**src/rtl/biquad_df2t_filter_macros.svh**
```systemverilog
// Assertion macros for the biquad filter block.
`ifndef BIQUAD_DF2T_FILTER_MACROS_SVH
`define BIQUAD_DF2T_FILTER_MACROS_SVH

`ifndef SYNTH
`define BQD_ASSERT_IMP(lbl, clk, rst, ante, cons) \
  lbl: assert property (@(posedge clk) disable iff (rst) (ante) |-> (cons)) \
    else $error("bqd assertion failed");
`define BQD_ASSERT_NXT(lbl, clk, rst, ante, cons) \
  lbl: assert property (@(posedge clk) disable iff (rst) (ante) |=> (cons)) \
    else $error("bqd assertion failed");
`else
`define BQD_ASSERT_IMP(lbl, clk, rst, ante, cons)
`define BQD_ASSERT_NXT(lbl, clk, rst, ante, cons)
`endif

`endif

```
**src/rtl/bqd_pkg.sv**
```systemverilog
// Package for the biquad filter: widths, register indexes, microcode format and program.
`timescale 1ns / 1ps
package bqd_pkg;

  localparam int COEF_W    = 32;
  localparam int DELAY_W   = 48;
  localparam int CFG_IDX_W = 3;
  localparam int PC_W      = 3;

  typedef enum logic [CFG_IDX_W-1:0] {
    REG_B0 = 3'd0,
    REG_B1 = 3'd1,
    REG_B2 = 3'd2,
    REG_A1 = 3'd3,
    REG_A2 = 3'd4
  } reg_idx_t;

  typedef enum logic [2:0] {
    CS_B0 = 3'd0,
    CS_B1 = 3'd1,
    CS_B2 = 3'd2,
    CS_A1 = 3'd3,
    CS_A2 = 3'd4
  } coef_sel_t;

  typedef enum logic [1:0] {
    OP_IN = 2'd0,
    OP_X  = 2'd1,
    OP_Y  = 2'd2
  } op_sel_t;

  typedef enum logic [1:0] {
    SRC_PROD = 2'd0,
    SRC_DLY1 = 2'd1,
    SRC_DLY2 = 2'd2
  } acc_src_t;

  typedef struct packed {
    logic      mul_en;
    coef_sel_t coef;
    op_sel_t   op;
    logic      acc_en;
    logic      acc_load;
    logic      acc_sub;
    acc_src_t  acc_src;
    logic      y_wr;
    logic      d1_wr;
    logic      d2_wr;
    logic      clr_jump;
    logic      last;
  } ctrl_word_t;

  localparam ctrl_word_t CW_NOP = '{
    mul_en: 1'b0, coef: CS_B0, op: OP_X, acc_en: 1'b0, acc_load: 1'b0,
    acc_sub: 1'b0, acc_src: SRC_PROD, y_wr: 1'b0, d1_wr: 1'b0, d2_wr: 1'b0,
    clr_jump: 1'b0, last: 1'b0
  };

  // Microprogram: acc = b0*x + d1 -> y; acc = b1*x + d2 - a1*y -> d1; acc = b2*x - a2*y -> d2
  function automatic ctrl_word_t ucode_word(input logic [PC_W-1:0] pc);
    ctrl_word_t w;
    w = CW_NOP;
    case (pc)
      3'd0: begin
        w.mul_en = 1'b1; w.coef = CS_B0; w.op = OP_IN;
        w.acc_en = 1'b1; w.acc_load = 1'b1; w.acc_src = SRC_DLY1;
        w.clr_jump = 1'b1;
      end
      3'd1: begin
        w.mul_en = 1'b1; w.coef = CS_B1; w.op = OP_X;
        w.acc_en = 1'b1; w.acc_src = SRC_PROD;
      end
      3'd2: begin
        w.acc_en = 1'b1; w.acc_load = 1'b1; w.acc_src = SRC_DLY2;
        w.y_wr = 1'b1;
      end
      3'd3: begin
        w.mul_en = 1'b1; w.coef = CS_A1; w.op = OP_Y;
        w.acc_en = 1'b1; w.acc_src = SRC_PROD;
      end
      3'd4: begin
        w.mul_en = 1'b1; w.coef = CS_B2; w.op = OP_X;
        w.acc_en = 1'b1; w.acc_sub = 1'b1; w.acc_src = SRC_PROD;
      end
      3'd5: begin
        w.mul_en = 1'b1; w.coef = CS_A2; w.op = OP_Y;
        w.acc_en = 1'b1; w.acc_load = 1'b1; w.acc_src = SRC_PROD;
        w.d1_wr = 1'b1;
      end
      3'd6: begin
        w.acc_en = 1'b1; w.acc_sub = 1'b1; w.acc_src = SRC_PROD;
      end
      3'd7: begin
        w.d2_wr = 1'b1; w.last = 1'b1;
      end
      default: w = CW_NOP;
    endcase
    return w;
  endfunction

endpackage

```
**src/rtl/biquad_df2t_filter.sv**
```systemverilog
// Biquad IIR section, transposed direct form II, run by a microcoded sequencer.
// A filter word is taken only while idle; it runs from its accept cycle through
// the rest of an eight-word microprogram that drives a single registered 32 x
// SAMPLE_WIDTH multiplier and one accumulator; the five products share that
// multiplier, which sets the rate. The result word is loaded into the output
// register in the third step, which waits while an earlier result is untaken.
// A clear word zeroes both delays in its accept cycle and gives no result.
// Coefficients are signed Q4.COEF_FRAC_BITS; the output is rounded half up,
// saturated to SAMPLE_WIDTH bits and fed back saturated; delays saturate to 48 bits.
`timescale 1ns / 1ps
`include "biquad_df2t_filter_macros.svh"
module biquad_df2t_filter
  import bqd_pkg::*;
#(
  parameter int SAMPLE_WIDTH   = 16,
  parameter int COEF_FRAC_BITS = 28
) (
  input  logic                           clk,
  input  logic                           rst,
  input  logic                           cfg_we,
  input  logic [CFG_IDX_W-1:0]           cfg_index,
  input  logic [COEF_W-1:0]              cfg_data,
  input  logic                           in_valid,
  output logic                           in_ready,
  input  logic                           kind,
  input  logic signed [SAMPLE_WIDTH-1:0] sample_in,
  output logic                           out_valid,
  input  logic                           out_ready,
  output logic signed [SAMPLE_WIDTH-1:0] sample_out,
  output logic                           clipped
);

  localparam int PW = COEF_W + SAMPLE_WIDTH;
  localparam int AW = ((PW > DELAY_W) ? PW : DELAY_W) + 2;

  localparam logic signed [AW-1:0] HALF  = AW'(64'sd1 <<< (COEF_FRAC_BITS - 1));
  localparam logic signed [AW-1:0] Y_MAX = AW'((64'sd1 <<< (SAMPLE_WIDTH - 1)) - 64'sd1);
  localparam logic signed [AW-1:0] Y_MIN = -Y_MAX - AW'(1);
  localparam logic signed [AW-1:0] D_MAX = AW'((64'sd1 <<< (DELAY_W - 1)) - 64'sd1);
  localparam logic signed [AW-1:0] D_MIN = -D_MAX - AW'(1);
  localparam logic signed [COEF_W-1:0] B0_RESET = COEF_W'(64'sd1 <<< COEF_FRAC_BITS);

  logic signed [COEF_W-1:0]       coef_b0, coef_b1, coef_b2, coef_a1, coef_a2;
  logic signed [DELAY_W-1:0]      delay_one, delay_two;
  logic                           busy;
  logic [PC_W-1:0]                pc;
  logic signed [SAMPLE_WIDTH-1:0] x_reg;
  logic signed [PW-1:0]           prod;
  logic signed [AW-1:0]           acc;

  ctrl_word_t                     cw;
  logic                           in_acc, go, clr;
  logic signed [COEF_W-1:0]       mul_a;
  logic signed [SAMPLE_WIDTH-1:0] mul_b;
  logic signed [PW-1:0]           prod_next;
  logic signed [AW-1:0]           addend, acc_next;
  logic signed [AW-1:0]           rnd, shf, dly_sat;
  logic signed [SAMPLE_WIDTH-1:0] y_next;
  logic                           clip_next;

  assign cw       = ucode_word(busy ? pc : '0);
  assign in_ready = !busy;
  assign in_acc   = in_valid && in_ready;
  assign clr      = in_acc && kind && cw.clr_jump;
  assign go       = busy ? !(cw.y_wr && out_valid && !out_ready) : (in_acc && !kind);

  always_comb begin
    case (cw.coef)
      CS_B0:   mul_a = coef_b0;
      CS_B1:   mul_a = coef_b1;
      CS_B2:   mul_a = coef_b2;
      CS_A1:   mul_a = coef_a1;
      CS_A2:   mul_a = coef_a2;
      default: mul_a = coef_b0;
    endcase
    case (cw.op)
      OP_IN:   mul_b = sample_in;
      OP_X:    mul_b = x_reg;
      OP_Y:    mul_b = sample_out;
      default: mul_b = x_reg;
    endcase
    prod_next = mul_a * mul_b;
  end

  always_comb begin
    case (cw.acc_src)
      SRC_PROD: addend = AW'(prod);
      SRC_DLY1: addend = AW'(delay_one);
      SRC_DLY2: addend = AW'(delay_two);
      default:  addend = AW'(prod);
    endcase
    acc_next = (cw.acc_load ? '0 : acc) + (cw.acc_sub ? -addend : addend);
  end

  // round half up, then saturate to the sample range
  always_comb begin
    rnd = acc + HALF;
    shf = rnd >>> COEF_FRAC_BITS;
    if (shf > Y_MAX) begin
      y_next    = Y_MAX[SAMPLE_WIDTH-1:0];
      clip_next = 1'b1;
    end else if (shf < Y_MIN) begin
      y_next    = Y_MIN[SAMPLE_WIDTH-1:0];
      clip_next = 1'b1;
    end else begin
      y_next    = shf[SAMPLE_WIDTH-1:0];
      clip_next = 1'b0;
    end
    if (acc > D_MAX) begin
      dly_sat = D_MAX;
    end else if (acc < D_MIN) begin
      dly_sat = D_MIN;
    end else begin
      dly_sat = acc;
    end
  end

  always_ff @(posedge clk) begin
    if (rst) begin
      coef_b0 <= B0_RESET;
      coef_b1 <= '0;
      coef_b2 <= '0;
      coef_a1 <= '0;
      coef_a2 <= '0;
    end else if (cfg_we) begin
      case (cfg_index)
        REG_B0:  coef_b0 <= cfg_data;
        REG_B1:  coef_b1 <= cfg_data;
        REG_B2:  coef_b2 <= cfg_data;
        REG_A1:  coef_a1 <= cfg_data;
        REG_A2:  coef_a2 <= cfg_data;
        default: ;
      endcase
    end
  end

  always_ff @(posedge clk) begin
    if (rst) begin
      busy      <= 1'b0;
      pc        <= '0;
      out_valid <= 1'b0;
      delay_one <= '0;
      delay_two <= '0;
    end else begin
      if (out_valid && out_ready) begin
        out_valid <= 1'b0;
      end
      if (clr) begin
        delay_one <= '0;
        delay_two <= '0;
      end
      if (go) begin
        if (cw.last) begin
          busy <= 1'b0;
          pc   <= '0;
        end else begin
          busy <= 1'b1;
          pc   <= pc + PC_W'(1);
        end
        if (cw.y_wr) begin
          out_valid <= 1'b1;
        end
        if (cw.d1_wr) begin
          delay_one <= dly_sat[DELAY_W-1:0];
        end
        if (cw.d2_wr) begin
          delay_two <= dly_sat[DELAY_W-1:0];
        end
      end
    end
  end

  always_ff @(posedge clk) begin
    if (in_acc) begin
      x_reg <= sample_in;
    end
    if (go) begin
      if (cw.mul_en) begin
        prod <= prod_next;
      end
      if (cw.acc_en) begin
        acc <= acc_next;
      end
      if (cw.y_wr) begin
        sample_out <= y_next;
        clipped    <= clip_next;
      end
    end
  end

  `BQD_ASSERT_IMP(a_busy_pc, clk, rst, busy, pc != '0)
  `BQD_ASSERT_NXT(a_clear_delays, clk, rst, clr, (delay_one == '0) && (delay_two == '0))
  `BQD_ASSERT_NXT(a_result_load, clk, rst, busy && go && cw.y_wr, out_valid)

endmodule

```
**config.mk**
```make
export PLATFORM = sky130hd
export DESIGN_NAME = biquad_df2t_filter
export DESIGN_NICKNAME = d
export VERILOG_FILES = /design/src/rtl/bqd_pkg.sv /design/src/rtl/biquad_df2t_filter.sv
export VERILOG_INCLUDE_DIRS = /design/src /design/src/rtl
export SDC_FILE = /design/constraint.sdc
export NUM_CORES = 2
export LEC_CHECK = 0
export ABC_AREA = 0
export ABC_CLOCK_PERIOD_IN_PS = 8300
export BUFFER_PORTS_ARGS = -buffer_cell sky130_fd_sc_hd__buf_2
export CORE_ASPECT_RATIO = 0.8
export CORE_MARGIN = 2
export CORE_UTILIZATION = 59
export DETAILED_ROUTE_END_ITERATION = 12
export PLACE_DENSITY = 0.83
export SLEW_MARGIN = 10
export SYNTH_ARGS = -nofsm -noshare
export SYNTH_HDL_FRONTEND = slang
export SYNTH_SLANG_ARGS = --single-unit
```
**constraint.sdc**
```tcl
create_clock -name clk -period 8.3 [get_ports clk]
set_input_delay 1.66 -clock clk [delete_from_list [all_inputs] [get_ports clk]]
set_output_delay 1.66 -clock clk [all_outputs]
set_load 0.1 [all_outputs]
```
==> results.yml <==
outcome:
  status: "finished, final reports clean"
drt:
  vias: 32484
  post-route-drc-count: 0
  wirelength_um: 106900
  dr.pass1.iters: 6
  via_per_inst: 5.946
  first_iter_violations: 3722
  postRouteAntennaNets: 0
  wl_per_cell_um: 19.56
clock_tree:
  clock-sinks: 392
  cts_tree: "done"
  cts.path.max_buffers: 3
  insertion_delay_ns: 0.61
  root_buffer: "clkbuf_16"
  cts.clk_slew.worst_paths_ns: 0.06
  cts_htree_levels: 2
  numCtsBuffers: 41
setup_path:
  crit_slowest_cell: "fa_1"
  crit_arrival_ns: 8.38
  critPathRequiredTime_ns: 8.62
  crit_path_max_incr_delay_ns: 0.53
  worstPathMaxFanout: 16
  crit_top_cell: "fa_1"
  setup.worst_path.end_class: "register"
  critPathLaunchType: "register"
  worstSetupPathType: "register to register"
min_path:
  min_path_type: "register to register"
die:
  die_height_um: 230.0
  ios: 76
  die_area_um2: 65890
  initial_core_util: 0.5989
  core_area_um2: 62890
  dieWidth_um: 286.5
  core.rowCount: 82
timing:
  finalSetupViolations: 0
  finalHoldViolCount: 0
  finalCritPeriodShare: 0.9707
  skew_ns: 0.04630
  slew_headroom: 0.1425
  fmaxAchievable_mhz: 124.1
  report.final.slew_viol_count: 0
  worst-slew-pin-transition_ns: 1.286
  grt_setup_unrepaired: "yes"
  period_needed_ns: 8.057
synthesis:
  synth_edf_count: 131
  netlist_area_um2: 37670
  synth_warnings: 0
  yosysTopAreaCell: "fa_1"
  ys_top_cells_by_area: "fa_1 (26%), dfxtp_1 (14%), edfxtp_1 (10%)"
  ys_types: 84
  ys_seq_area_frac: 0.2431
  ys_async_sr_fraction: 0
  avgSynthCellArea_um2: 8.444
  postSynthCellCount: 4461
  synth_top_area_frac: 0.2588
  ys.flop_type: "dfxtp_1"
  syn-num-nets: 5173
  yosys_register_bits: 392
placement:
  hpwl_um: 82860
  dp.cells: 5383
  gp_congestion: 0.9852
  numPortBuffers: 75
layout:
  final_layout_size_suffix_gt1_frac: 0.1000
  largest_register_ffs: 50
  area_growth_syn_to_layout_pct: 11.02
  largest-register: "acc"
  nFillCells: 4950
  instances_no_fill: 5463
  multi_input_area_um2: 25460
  nets: 5300
  seq_area_um2: 9159
global_routing:
  grt_max_degree: 115
  gr-total-overflow: 0
  grt_antenna_before_repair: 3
  grt_pass1_wl_um: 169300
  gr-usage-all-layers: 0.3251
  grt_pass1_vias: 31453
pwr:
  p_total_uw: 6522
  sequentialPowerShare: 0.344
  p_switching_uw: 2307
  vdd_ir_drop_max_uv: 206.2
  pwr-share-clk: 0.295
  power.internal_uw: 4215
  sw_frac_of_total: 0.3537
  power_density_nw_per_um2: 156.0
  p_leak_uw: 0.01876
  comb_power_share: 0.361
flow_run:
  maxCapViolCount: 0
[cell usage in the layout, fill, tap and decap left out, types with 8 or more instances in the layout]
master / Yosys / routed
a22oi_1: 64 / 64
o211ai_1: 14 / 14
nor3_1: 17 / 15
a21o_1: 48 / 48
buf_2: 5 / 75
fa_1: 487 / 487
buf_4: 2 / 210
o21ai_0: 162 / 160
nand3_1: 34 / 34
nor2_1: 465 / 455
clkbuf_1: 201 / 8
nand2_1: 797 / 796
a221oi_2: 3 / 17
and3_1: 24 / 21
a221oi_1: 43 / 28
a21oi_1: 357 / 355
nand4_1: 19 / 19
xnor2_1: 109 / 109
clkinv_2: 0 / 12
o21bai_1: 15 / 14
a221o_1: 45 / 42
clkbuf_16: 0 / 42
dfxtp_1: 261 / 261
inv_1: 621 / 621
nor2b_1: 31 / 31
or2_2: 18 / 18
a31oi_1: 18 / 18
edfxtp_1: 131 / 131
o21a_1: 24 / 24
and2_1: 68 / 68
nand2b_1: 22 / 22
a211oi_1: 8 / 8
ha_1: 168 / 166
buf_12: 0 / 23
xor2_1: 51 / 51
[timing repair]
action | in CTS | in global routing
pin swaps | 1 | 0
setup buffers | 2 | 0
hold buffers | 0 | 0
gates resized for setup | 9 | 25
gates cloned | 0 | 0
setup endpoints to repair | 5 | 12
[logic make-up (layout without fill, tap and decap cells)]
kind of cell,Yosys count,count (layout),share of synthesized area
other,0,3,0
AO/OA/AOI/OAI,861,861,0.1436
AND/OR/NAND/NOR,1541,1541,0.1732
buffers and inverters,847,1006,0.08686
flip-flops,392,392,0.2431
adder cells (fa/ha/maj),655,655,0.3146
XOR/XNOR,160,160,0.03720
multiplexers,5,5,0.001329
[synth_stat cells (15+ instances only)]
cell        n
a21o_1     48
a21oi_1   357
a221o_1    45
a221oi_1   43
a22oi_1    64
a31oi_1    18
and2_1     68
and3_1     24
clkbuf_1  201
dfxtp_1   261
edfxtp_1  131
fa_1      487
ha_1      168
inv_1     621
nand2_1   797
nand2b_1   22
nand3_1    34
nand4_1    19
nor2_1    465
nor2b_1    31
nor3_1     17
o21a_1     24
o21ai_0   162
o21bai_1   15
or2_2      18
xnor2_1   109
xor2_1     51
[routing by layer]
| metal | GRT usage | share of wire |
|---|---|---|
| met1 | 0.4532 | 0.39 |
| met2 | 0.5105 | 0.46 |
| met3 | 0.06052 | 0.11 |
| met4 | 0.1131 | 0.036 |
| met5 | 0 | 0 |
[power groups by stage]
stage / logic (uW) / clock network (uW) / registers (uW)
detailed placement: 2300 / 0 / 2280
global placement: 2220 / 0 / 2280
global route: 2610 / 2000 / 2250
floorplan: 1560 / 0 / 2250
CTS: 2320 / 1930 / 2240
finish: 2350 / 1920 / 2240
[final timing paths]
path	from	slack, ns	endpoint	cells after the start
setup reg to reg	busy	0.24	prod[47]	30
hold / removal	coef_b1[22]	0.45	coef_b1[22]	2
setup / recovery	busy	0.24	prod[47]	30
hold reg to reg	coef_b1[22]	0.45	coef_b1[22]	2
[layout make-up]
class | count | share of cell area
Clock buffer | 55 | 0.02729
Timing Repair Buffer | 310 | 0.05822
Inverter | 621 | 0.05574
Sequential cell | 392 | 0.2190
Clock inverter | 20 | 0.005535
Antenna cell | 3 | 0.0001795
Multi-Input combinational cell | 3222 | 0.6089
Tap cell | 840 | 0.02513
[critical path: cells and delay by family, from the launching register on]
family	cells	cell delay, ns
xor gates and xnor gates	1	0.11
DFF	1	0.31
and+or+nand+nor	4	0.87
buffers and inverters	8	1.10
adders and majority gates	7	3.27
AOI/OAI and AO/OA	10	2.13
[metrics by stage]
step                      setup TNS [ns]  utilization  cell area [um2]  hold WS (ns)  worst slack [ns]
final                                  0       0.6649            41820        0.4538            0.2431
after CTS                              0       0.6632            41710        0.4548           0.01400
after global routing            -0.07716       0.6649            41820        0.4652          -0.03221
after floorplan                        0            -            37670        0.4254           0.08223
after detailed placement          -1.497       0.6402            40260        0.4450           -0.3192
after global placement           -0.9360       0.6401            40260        0.4351           -0.2523
Power figures use the tool's default switching activity.
